<file path="src/rtl/core/crt_pkg.sv">
// shared types and constants for the confirmable retransmit table
package crt_pkg;
  localparam int SLOTS = 8;
  localparam int TIMER_BITS = 24;
  localparam int SLOT_W = (SLOTS > 1) ? $clog2(SLOTS) : 1;
  localparam logic [15:0] BASE_RESET = 16'd256;
  localparam logic [2:0] MAXRT_RESET = 3'd4;

  localparam logic [1:0] CMD_OPEN = 2'd0;
  localparam logic [1:0] CMD_CLEAR = 2'd1;
  localparam logic [1:0] CMD_TICK = 2'd2;
  localparam logic [1:0] CMD_LOOKUP = 2'd3;

  localparam logic [2:0] K_ONCE = 3'd0;
  localparam logic [2:0] K_KEPT = 3'd1;
  localparam logic [2:0] K_RESEND = 3'd2;
  localparam logic [2:0] K_GIVEUP = 3'd3;
  localparam logic [2:0] K_CLEARED = 3'd4;
  localparam logic [2:0] K_NOTFOUND = 3'd5;
  localparam logic [2:0] K_NOSLOT_FOUND = 3'd6;
  localparam logic [2:0] K_TICKDONE = 3'd7;

  localparam logic REG_BASE = 1'b0;
  localparam logic REG_MAXRT = 1'b1;

  typedef struct packed {
    logic load;
    logic scan;
    logic finish;
    logic [SLOT_W-1:0] idx;
  } crt_cmd_t;

  typedef struct packed {
    logic [1:0] cmd;
    logic hit;
  } crt_sts_t;

  function automatic logic [TIMER_BITS-1:0] arm_value(input logic [15:0] base,
                                                      input logic [2:0] att);
    logic [TIMER_BITS+22:0] v;
    v = {{(TIMER_BITS+7){1'b0}}, base} << att;
    if (v > {{23{1'b0}}, {TIMER_BITS{1'b1}}}) begin
      arm_value = {TIMER_BITS{1'b1}};
    end else begin
      arm_value = v[TIMER_BITS-1:0];
    end
  endfunction
endpackage

</file>
<file path="src/rtl/core/crt_ctrl.sv">
// controller sequencing one command over the table slots
module crt_ctrl (
  input  logic clk,
  input  logic rst_n,
  input  logic start,
  output logic busy,
  input  crt_pkg::crt_sts_t sts,
  output crt_pkg::crt_cmd_t cmd
);
  typedef enum logic [2:0] {
    S_IDLE = 3'b001,
    S_SCAN = 3'b010,
    S_DONE = 3'b100
  } state_t;

  state_t state_r, state_nxt;
  logic [crt_pkg::SLOT_W-1:0] idx_r, idx_nxt;
  logic last_idx;

  assign last_idx = (idx_r == crt_pkg::SLOT_W'(crt_pkg::SLOTS - 1));
  assign busy = (state_r != S_IDLE);

  always_comb begin
    state_nxt = state_r;
    idx_nxt = idx_r;
    cmd = '0;
    cmd.idx = idx_r;
    case (state_r)
      S_IDLE: begin
        if (start) begin
          cmd.load = 1'b1;
          idx_nxt = '0;
          state_nxt = S_SCAN;
        end
      end
      S_SCAN: begin
        cmd.scan = 1'b1;
        if (sts.hit && sts.cmd != crt_pkg::CMD_TICK) begin
          state_nxt = S_DONE;
        end else if (last_idx) begin
          state_nxt = S_DONE;
        end else begin
          idx_nxt = idx_r + 1'b1;
        end
      end
      S_DONE: begin
        cmd.finish = 1'b1;
        state_nxt = S_IDLE;
      end
      default: state_nxt = S_IDLE;
    endcase
  end

  always_ff @(posedge clk) begin
    if (!rst_n) begin
      state_r <= S_IDLE;
      idx_r <= '0;
    end else begin
      state_r <= state_nxt;
      idx_r <= idx_nxt;
    end
  end
endmodule

</file>
<file path="src/rtl/core/crt_dp.sv">
// datapath with slot table, registers and result formatting
module crt_dp (
  input  logic clk,
  input  logic rst_n,
  input  logic [1:0] in_command,
  input  logic [15:0] in_trans_id,
  input  logic in_confirmable,
  input  logic [15:0] base_timeout,
  input  logic [2:0] max_retransmit,
  input  crt_pkg::crt_cmd_t cmd,
  output crt_pkg::crt_sts_t sts,
  output logic out_valid,
  output logic [2:0] out_kind,
  output logic [2:0] out_slot,
  output logic [15:0] out_out_id,
  output logic [2:0] out_attempt,
  output logic out_last
);
  logic [crt_pkg::SLOTS-1:0] valid_r;
  logic [15:0] id_r [crt_pkg::SLOTS];
  logic [2:0] att_r [crt_pkg::SLOTS];
  logic [crt_pkg::TIMER_BITS-1:0] tmr_r [crt_pkg::SLOTS];
  logic [1:0] c_r;
  logic [15:0] tid_r;
  logic con_r;
  logic found_r;
  logic [crt_pkg::SLOT_W-1:0] fidx_r;

  logic [crt_pkg::SLOT_W-1:0] i;
  logic ev;
  logic [2:0] inc;
  logic hit;
  logic tick_res;

  assign i = cmd.idx;
  assign ev = valid_r[i];
  assign inc = (att_r[i] == 3'd7) ? 3'd7 : att_r[i] + 3'd1;
  assign tick_res = cmd.scan && (c_r == crt_pkg::CMD_TICK) && hit;

  always_comb begin
    case (c_r)
      crt_pkg::CMD_OPEN: hit = !ev;
      crt_pkg::CMD_TICK: hit = ev && (tmr_r[i] <= crt_pkg::TIMER_BITS'(1));
      default: hit = ev && (id_r[i] == tid_r);
    endcase
  end

  assign sts.cmd = c_r;
  assign sts.hit = hit;

  always_ff @(posedge clk) begin
    if (!rst_n) begin
      valid_r <= '0;
      out_valid <= 1'b0;
      found_r <= 1'b0;
    end else begin
      out_valid <= tick_res || cmd.finish;
      if (cmd.load) begin
        c_r <= in_command;
        tid_r <= in_trans_id;
        con_r <= in_confirmable;
        found_r <= 1'b0;
      end
      if (cmd.scan && c_r == crt_pkg::CMD_TICK && ev) begin
        if (!hit) begin
          tmr_r[i] <= tmr_r[i] - 1'b1;
        end else begin
          att_r[i] <= inc;
          out_slot <= 3'(i);
          out_out_id <= id_r[i];
          out_attempt <= inc;
          out_last <= 1'b0;
          if (inc < max_retransmit) begin
            tmr_r[i] <= crt_pkg::arm_value(base_timeout, inc);
            out_kind <= crt_pkg::K_RESEND;
          end else begin
            valid_r[i] <= 1'b0;
            out_kind <= crt_pkg::K_GIVEUP;
          end
        end
      end
      if (cmd.scan && c_r != crt_pkg::CMD_TICK && hit) begin
        found_r <= 1'b1;
        fidx_r <= i;
      end
      if (cmd.finish) begin
        out_last <= 1'b1;
        case (c_r)
          crt_pkg::CMD_TICK: begin
            out_kind <= crt_pkg::K_TICKDONE;
            out_slot <= 3'd0;
            out_out_id <= 16'd0;
            out_attempt <= 3'd0;
          end
          crt_pkg::CMD_OPEN: begin
            out_out_id <= tid_r;
            out_attempt <= 3'd0;
            if (!found_r) begin
              out_kind <= crt_pkg::K_NOSLOT_FOUND;
              out_slot <= 3'd0;
            end else begin
              out_slot <= 3'(fidx_r);
              id_r[fidx_r] <= tid_r;
              att_r[fidx_r] <= 3'd0;
              if (con_r && max_retransmit != 3'd0) begin
                valid_r[fidx_r] <= 1'b1;
                tmr_r[fidx_r] <= crt_pkg::arm_value(base_timeout, 3'd0);
                out_kind <= crt_pkg::K_KEPT;
              end else if (con_r) begin
                out_kind <= crt_pkg::K_GIVEUP;
              end else begin
                out_kind <= crt_pkg::K_ONCE;
              end
            end
          end
          default: begin
            if (!found_r) begin
              out_kind <= crt_pkg::K_NOTFOUND;
              out_slot <= 3'd0;
              out_out_id <= tid_r;
              out_attempt <= 3'd0;
            end else begin
              out_slot <= 3'(fidx_r);
              out_out_id <= id_r[fidx_r];
              out_attempt <= att_r[fidx_r];
              if (c_r == crt_pkg::CMD_CLEAR) begin
                valid_r[fidx_r] <= 1'b0;
                out_kind <= crt_pkg::K_CLEARED;
              end else begin
                out_kind <= crt_pkg::K_NOSLOT_FOUND;
              end
            end
          end
        endcase
      end
    end
  end
endmodule

</file>
<file path="src/rtl/core/confirmable_retransmit_table.sv">
// open, clear and lookup stop the walk at the first matching slot, tick walks every slot
// throughput: one command at a time, a sequencer walks one slot per cycle
// a tick gives one result per expired slot during the walk, then tick done
// results are strobed for one cycle, the receiver cannot stall
// synchronous reset empties the table and restores the register defaults
module confirmable_retransmit_table (
  input  logic clk,
  input  logic rst_n,
  input  logic start,
  output logic busy,
  input  logic [1:0] in_command,
  input  logic [15:0] in_trans_id,
  input  logic in_confirmable,
  output logic out_valid,
  output logic [2:0] out_kind,
  output logic [2:0] out_slot,
  output logic [15:0] out_out_id,
  output logic [2:0] out_attempt,
  output logic out_last,
  input  logic psel,
  input  logic penable,
  input  logic pwrite,
  input  logic [2:0] paddr,
  input  logic [31:0] pwdata,
  output logic [31:0] prdata,
  output logic pready
);
  logic [15:0] base_r;
  logic [2:0] maxrt_r;
  logic wr;
  crt_pkg::crt_cmd_t cmd;
  crt_pkg::crt_sts_t sts;

  assign pready = 1'b1;
  assign wr = psel && penable && pwrite && (paddr[1:0] == 2'b00);

  always_ff @(posedge clk) begin
    if (!rst_n) begin
      base_r <= crt_pkg::BASE_RESET;
      maxrt_r <= crt_pkg::MAXRT_RESET;
    end else if (wr) begin
      if (paddr[2] == crt_pkg::REG_BASE) base_r <= pwdata[15:0];
      else if (paddr[2] == crt_pkg::REG_MAXRT) maxrt_r <= pwdata[2:0];
    end
  end

  always_comb begin
    prdata = 32'd0;
    if (paddr[1:0] == 2'b00) begin
      if (paddr[2] == crt_pkg::REG_BASE) prdata = {16'd0, base_r};
      else prdata = {29'd0, maxrt_r};
    end
  end

  crt_ctrl u_ctrl (
    .clk(clk), .rst_n(rst_n), .start(start), .busy(busy), .sts(sts), .cmd(cmd)
  );

  crt_dp u_dp (
    .clk(clk), .rst_n(rst_n),
    .in_command(in_command), .in_trans_id(in_trans_id),
    .in_confirmable(in_confirmable),
    .base_timeout(base_r), .max_retransmit(maxrt_r),
    .cmd(cmd), .sts(sts),
    .out_valid(out_valid), .out_kind(out_kind), .out_slot(out_slot),
    .out_out_id(out_out_id), .out_attempt(out_attempt), .out_last(out_last)
  );
endmodule
</file>
<file path="config.mk">
export PLATFORM = sky130hd
export DESIGN_NAME = confirmable_retransmit_table
export DESIGN_NICKNAME = d
export VERILOG_FILES = /design/src/rtl/core/crt_pkg.sv /design/src/rtl/core/crt_ctrl.sv /design/src/rtl/core/crt_dp.sv /design/src/rtl/core/confirmable_retransmit_table.sv
export SDC_FILE = /design/constraint.sdc
export NUM_CORES = 1
export LEC_CHECK = 0
export ABC_AREA = 1
export CORE_ASPECT_RATIO = 2
export CORE_MARGIN = 1.5
export CORE_UTILIZATION = 25
export DETAILED_ROUTE_END_ITERATION = 8
export DONT_BUFFER_PORTS = 1
export GPL_TIMING_DRIVEN = 0
export PLACE_DENSITY_LB_ADDON = 0.1
export SETUP_SLACK_MARGIN = 0.5
export SYNTH_ARGS = -nofsm -noshare
export SYNTH_HDL_FRONTEND = slang
export SYNTH_SLANG_ARGS = --single-unit
export TNS_END_PERCENT = 50
</file>
<file path="constraint.sdc">
create_clock -name clk -period 4.3 [get_ports clk]
set_clock_uncertainty 0.05 [all_clocks]
set_input_delay 0.215 -clock clk [delete_from_list [all_inputs] [get_ports clk]]
set_output_delay 0.215 -clock clk [all_outputs]
set_load 0.01 [all_outputs]
</file>
# Word-level counts from Yosys, hierarchy flattened
# Memory sizes are Yosys's and may differ from the RTL's. A register that Yosys moved wholly into a read port is not among the register bits.
# Index checks and enable logic that the tools add are counted.
[word_totals]
reg_bits = 83
ramBits = 344
n_memories = 3
[classes]
addsub = 3
magnitude_cmp = 8
n_eq_ne = 14
n_shift = 1
mux = 111
bitwise_logic = 7
reduce_logical = 33
[memory_table]
columns = ["memory", "depth", "width", "rd", "rd_clocked_by_memory_dff", "wr", "line_no", "rtl"]
rows = [
  ["u_dp.tmr_r", 8, 24, 1, 1, 1, "crt_dp.sv:22", "logic [crt_pkg::TIMER_BITS-1:0] tmr_r [crt_pkg::SLOTS];"],
  ["u_dp.id_r", 8, 16, 2, 2, 1, "crt_dp.sv:20", "logic [15:0] id_r [crt_pkg::SLOTS];"],
  ["u_dp.att_r", 8, 3, 2, 2, 1, "crt_dp.sv:21", "logic [2:0] att_r [crt_pkg::SLOTS];"],
]
[op_table]
columns = ["cell", "count"]
rows = [
  ["2-to-1 mux 24 bit", 13],
  ["2-to-1 mux 3 bit", 34],
  ["2-to-1 mux 16 bit", 6],
  ["2-to-1 mux 8 bit", 9],
  ["greater-than comparator 47 x 24 -> 1 bit, second input constant", 1],
  ["left shift 16 x 3 -> 47 bit", 1],
  ["2-to-1 mux 1 bit", 38],
  ["one-hot mux 16 bit (2 select lines)", 1],
  ["greater-than comparator 16 x 24 -> 1 bit, second input constant", 1],
  ["less-or-equal comparator 24 x 1 -> 1 bit, second input constant", 1],
  ["OR reduction 24 bit", 1],
  ["subtractor 24 x 1 -> 24 bit, second input constant", 1],
  ["one-hot mux 3 bit (2 select lines)", 3],
  ["bitwise AND 8 bit", 2],
  ["equality test 16 bit", 1],
  ["NOT 8 bit", 2],
  ["one-hot mux 8 bit (2 select lines)", 1],
  ["logical AND 1 bit", 14],
  ["AND reduction 2 bit", 5],
  ["equality test 3 bit, second input constant", 3],
  ["less-than comparator 3 x 4 -> 1 bit, second input constant", 2],
  ["inequality test 2 bit, second input constant", 4],
  ["bitwise OR 8 bit", 1],
  ["nonzero test 2 bit", 4],
  ["22 further kinds", 28],
]

# Longest topological paths before layout
[logic_depth]
ltp_word = 15
depth_mapped = 22
depth_no_buf = 18

# Hierarchy
# Synthesis repeated with hierarchy kept, for this count alone.
[hier_totals]
hier_cells = 2640
hier_area_um2 = 22644.2
[modules_own_cells]
columns = ["module", "n_inst", "cells_each", "area_each_um2"]
rows = [
  ["crt_dp", 1, 2390, 21043.9],
  ["confirmable_retransmit_table", 1, 201, 1258.7],
  ["crt_ctrl", 1, 49, 341.6],
]

# Worst setup path before layout
# No wires, ideal clock.
[synth_path]
path_kind = "flip-flop to flip-flop"
start = "register (tool-made name)"
end = "memory u_dp.tmr_r[1][0] (netlist bit) (enable)"
setup_ps = 405
arrival_ps = 3958
setup_slack_ps = -113
path_stages_with_launch = 21
n_path_buf = 4
period_less_slack_ps = 4413
cell_sequence = "dfxtp_1 -> buf_6 -> buf_6 -> o21ai_0 -> o22ai_1 -> nand2_1 -> nand2_1 -> clkbuf_1 -> ha_1 -> nand3_1 -> nand2_1 -> buf_2 -> ha_1 -> nand2_1 -> o21bai_1 -> nand2_1 -> nand3_1 -> nand2_1 -> nand2_1 -> nand2_1 -> nor2_1"
[synth_lines]
columns = ["element", "line_no"]
rows = [
  ["end, declared", "crt_dp.sv:22"],
]

==> results_dict.tcl <==
set metrics [dict create \
    tightestPinTransition_ns 1.15 \
    fmax_ghz 0.263 \
    finalPower_mw 9.51 \
    htreeDepth 2 \
    leakagePower_nw 10.8 \
    startpoint_type "flip-flop" \
    slew_violations 0 \
    vias 19200 \
    fin_nets 2817 \
    maxCapViolCount 0 \
    status "completed" \
    cp_data_required_time_ns 4.59 \
    grt_pass1_wl_um 146000 \
    synth_area_leaders "edfxtp_1 53%, nand2_1 12%, nand3_1 6.2%, inv_1 5.0%, nor2_1 3.8%" \
    die_width_um 213 \
    rows 154 \
    worstSetupEndpointType "flip-flop" \
    grt_pass1_vias 19400 \
    die_h_um 423 \
    routed_via_density 4.85 \
    synth_flop_cell "edfxtp_1" \
    grt-ovfl-total 0 \
    yosysUniqueCellTypes 43 \
    period_share 0.883 \
    hold_violations 0 \
    synth.avg_cell_area_um2 8.66 \
    fin_setup_tns_ns 0 \
    cts_root_buf "clkbuf_16" \
    core_area_um2 87900 \
    gp_congestion 0.947 \
    clkTransAtPathRegs_ns 0.06 \
    ant_nets 0 \
    route.met3.wl_um 3330 \
    dr_wl_met2_um 59300 \
    synth_top_area_frac 0.533 \
    hold_path_class "input pin to flip-flop" \
    drc 0 \
    worst_slew_margin_rel 0.230 \
    drt_iter0_drc 1287 \
    critPathKind "flip-flop to flip-flop" \
    routedWlPerCell_um 26.8 \
    crit_fanout 8 \
    dp_hpwl_um 74500 \
    dr.pass1.iters 6 \
    syn_inst 2552 \
    die_area_um2 90300 \
    synthesis.area_um2 22100 \
    grt_start_max_net_pins 20 \
    async_reset_ff_frac 0 \
    start_util 0.251 \
    place_ws_ns -2.36 \
    layout.cells.non_filler 3953 \
    synth_warnings 0 \
    synth_area_leader_cell "edfxtp_1" \
    worst_skew_pair.late_latency_ns 0.62 \
    setup_ws_ns 0.502 \
    ios 121 \
    cts-buffers-inserted 43 \
    fin_util 0.315 \
    cts.sinks 433 \
    seq_area_frac_synth 0.570 \
    design_area_um2 27700 \
    cts_tree "done" \
    track_usage 0.234 \
    drive_gt1_frac 0.138 \
    area_delta_synth_final_pct 25.2 \
    numPortBuffers 0 \
    ir_worst_vdd_uv 250 \
    wl_met1_um 34000 \
    clockBufferDepth 3 \
    setup_viol 0 \
    maxUsedRoutingLayer "met5" \
    synth_edf_count 392 \
    period_needed_ns 3.80 \
    whs_ns 0.0951 \
    rsz0062_at_grt "yes" \
    p_per_area_nw_per_um2 344 \
    placed_area_um2 23800 \
    routed_wl_um 106000 \
    dp_cells 3741 \
    synth_seq_cells 433 \
    crit_arrival_ns 4.09 \
    antenna_found_initial 1 \
    diodes 0 \
]
## cells by family after synthesis
family,after synthesis,synth area share
compound gates,384,0.0960
xor+xnor,18,0.00714
mux,1,0.000453
buf+inv,455,0.0857
flops,433,0.570
fa+ha+maj,7,0.00396
other cells,2,0.000340
simple gates,1252,0.236
## metal layers
metal  GRT usage  vias up
met1       0.217     9379
met4       0.173        2
li1            -     8922
met2       0.458      607
met5           0        -
met3      0.0249      272
## cell usage after synthesis, types with 14 or more instances
master	instances
xor2_1	14
buf_4	22
dfxtp_1	41
a21oi_1	114
edfxtp_1	392
inv_1	297
clkbuf_1	66
o21ai_0	166
nand2_1	681
nand4_1	23
buf_2	47
a22oi_1	16
o311ai_0	15
nor2_1	222
o211ai_1	24
nand3_1	273
nor3_1	31
o21ai_1	30
## worst paths after layout
| kind | start | cells after the start | slack [ns] | endpoint |
|---|---|---|---|---|
| worst max-delay path | flip-flop | 22 | 0.50 | u_dp.tmr_r[6][18] |
| worst min-delay path | rst_n | 3 | 0.1 | base_r[9] |
| worst max register to register | flip-flop | 22 | 0.50 | u_dp.tmr_r[6][18] |
| worst min register to register | u_dp.valid_r[7] | 2 | 0.42 | u_dp.valid_r[7] |
## state kept, by name, indices dropped and copies added (netlist names), 2 cells and up, named ones only
signal            flops
u_ctrl.idx_r          3
base_r               16
u_dp.tmr_r          192
u_ctrl.state_r        3
u_dp.out_kind         3
u_dp.id_r           128
u_dp.c_r              2
u_dp.tid_r           16
u_dp.out_attempt      3
u_dp.att_r           24
maxrt_r               3
u_dp.fidx_r           3
u_dp.out_out_id      16
u_dp.out_slot         3
u_dp.valid_r          8
## cells in the final DEF, fill, tap and decap left out, types with 16 or more instances in the layout
master | synthesis | final
a21oi_1 | 114 | 111
a22oi_1 | 16 | 16
buf_12 | 0 | 32
buf_4 | 22 | 80
buf_6 | 6 | 18
clkbuf_1 | 66 | 64
clkbuf_16 | 0 | 48
conb_1 | 2 | 17
dfxtp_1 | 41 | 38
dlygate4sd3_1 | 0 | 45
edfxtp_1 | 392 | 392
inv_1 | 297 | 294
nand2_1 | 681 | 645
nand2_2 | 2 | 20
nand2_4 | 0 | 16
nand3_1 | 273 | 263
nand4_1 | 23 | 23
nor2_1 | 222 | 182
nor2_4 | 1 | 40
nor3_1 | 31 | 29
o211ai_1 | 24 | 24
o21ai_0 | 166 | 154
o21ai_1 | 30 | 30
## repair_timing
action / 4_1_cts / 5_1_grt
gates resized for setup: 216 / 95
setup buffers: 50 / 27
gates cloned: 9 / 3
pin swaps: 32 / 28
endpoints found under the setup margin: 486 / 427
hold buffers: 45 / 0
hold endpoints to repair: 41 / 0
## layout make-up
cell class                 count  area, µm²
inverter                     302       1160
buffer                       153       1120
sequential                   433      12600
multi-input combinational   1687       8480
timing repair buffer         130       1480
tap                         1170       1460
clock inverter                22        200
fill                        9258      60200
clock buffer                  56       1140
## where the power goes
part	leakage, nW	switching (mW)	internal [mW]
registers	3.86	0.0559	4.62
logic	6.28	0.694	0.313
clock network	0.658	1.76	2.07
## worst max-delay path, cell delays in order, from the launching register on
cell,delay [ns]
dfxtp_4,0.41
buf_8,0.15
inv_6,0.04
buf_12,0.13
buf_12,0.13
o21ai_2,0.05
o22ai_1,0.09
nand2_1,0.10
nand2_4,0.08
clkbuf_16,0.15
ha_4,0.17
nor2_4,0.16
inv_4,0.06
clkbuf_16,0.15
ha_4,0.22
a21oi_2,0.18
nand2_4,0.10
buf_6,0.14
inv_8,0.06
nand4_4,0.20
buf_12,0.25
o21ai_2,0.33
nor2_4,0.10
(Power assumes the default switching activity.)
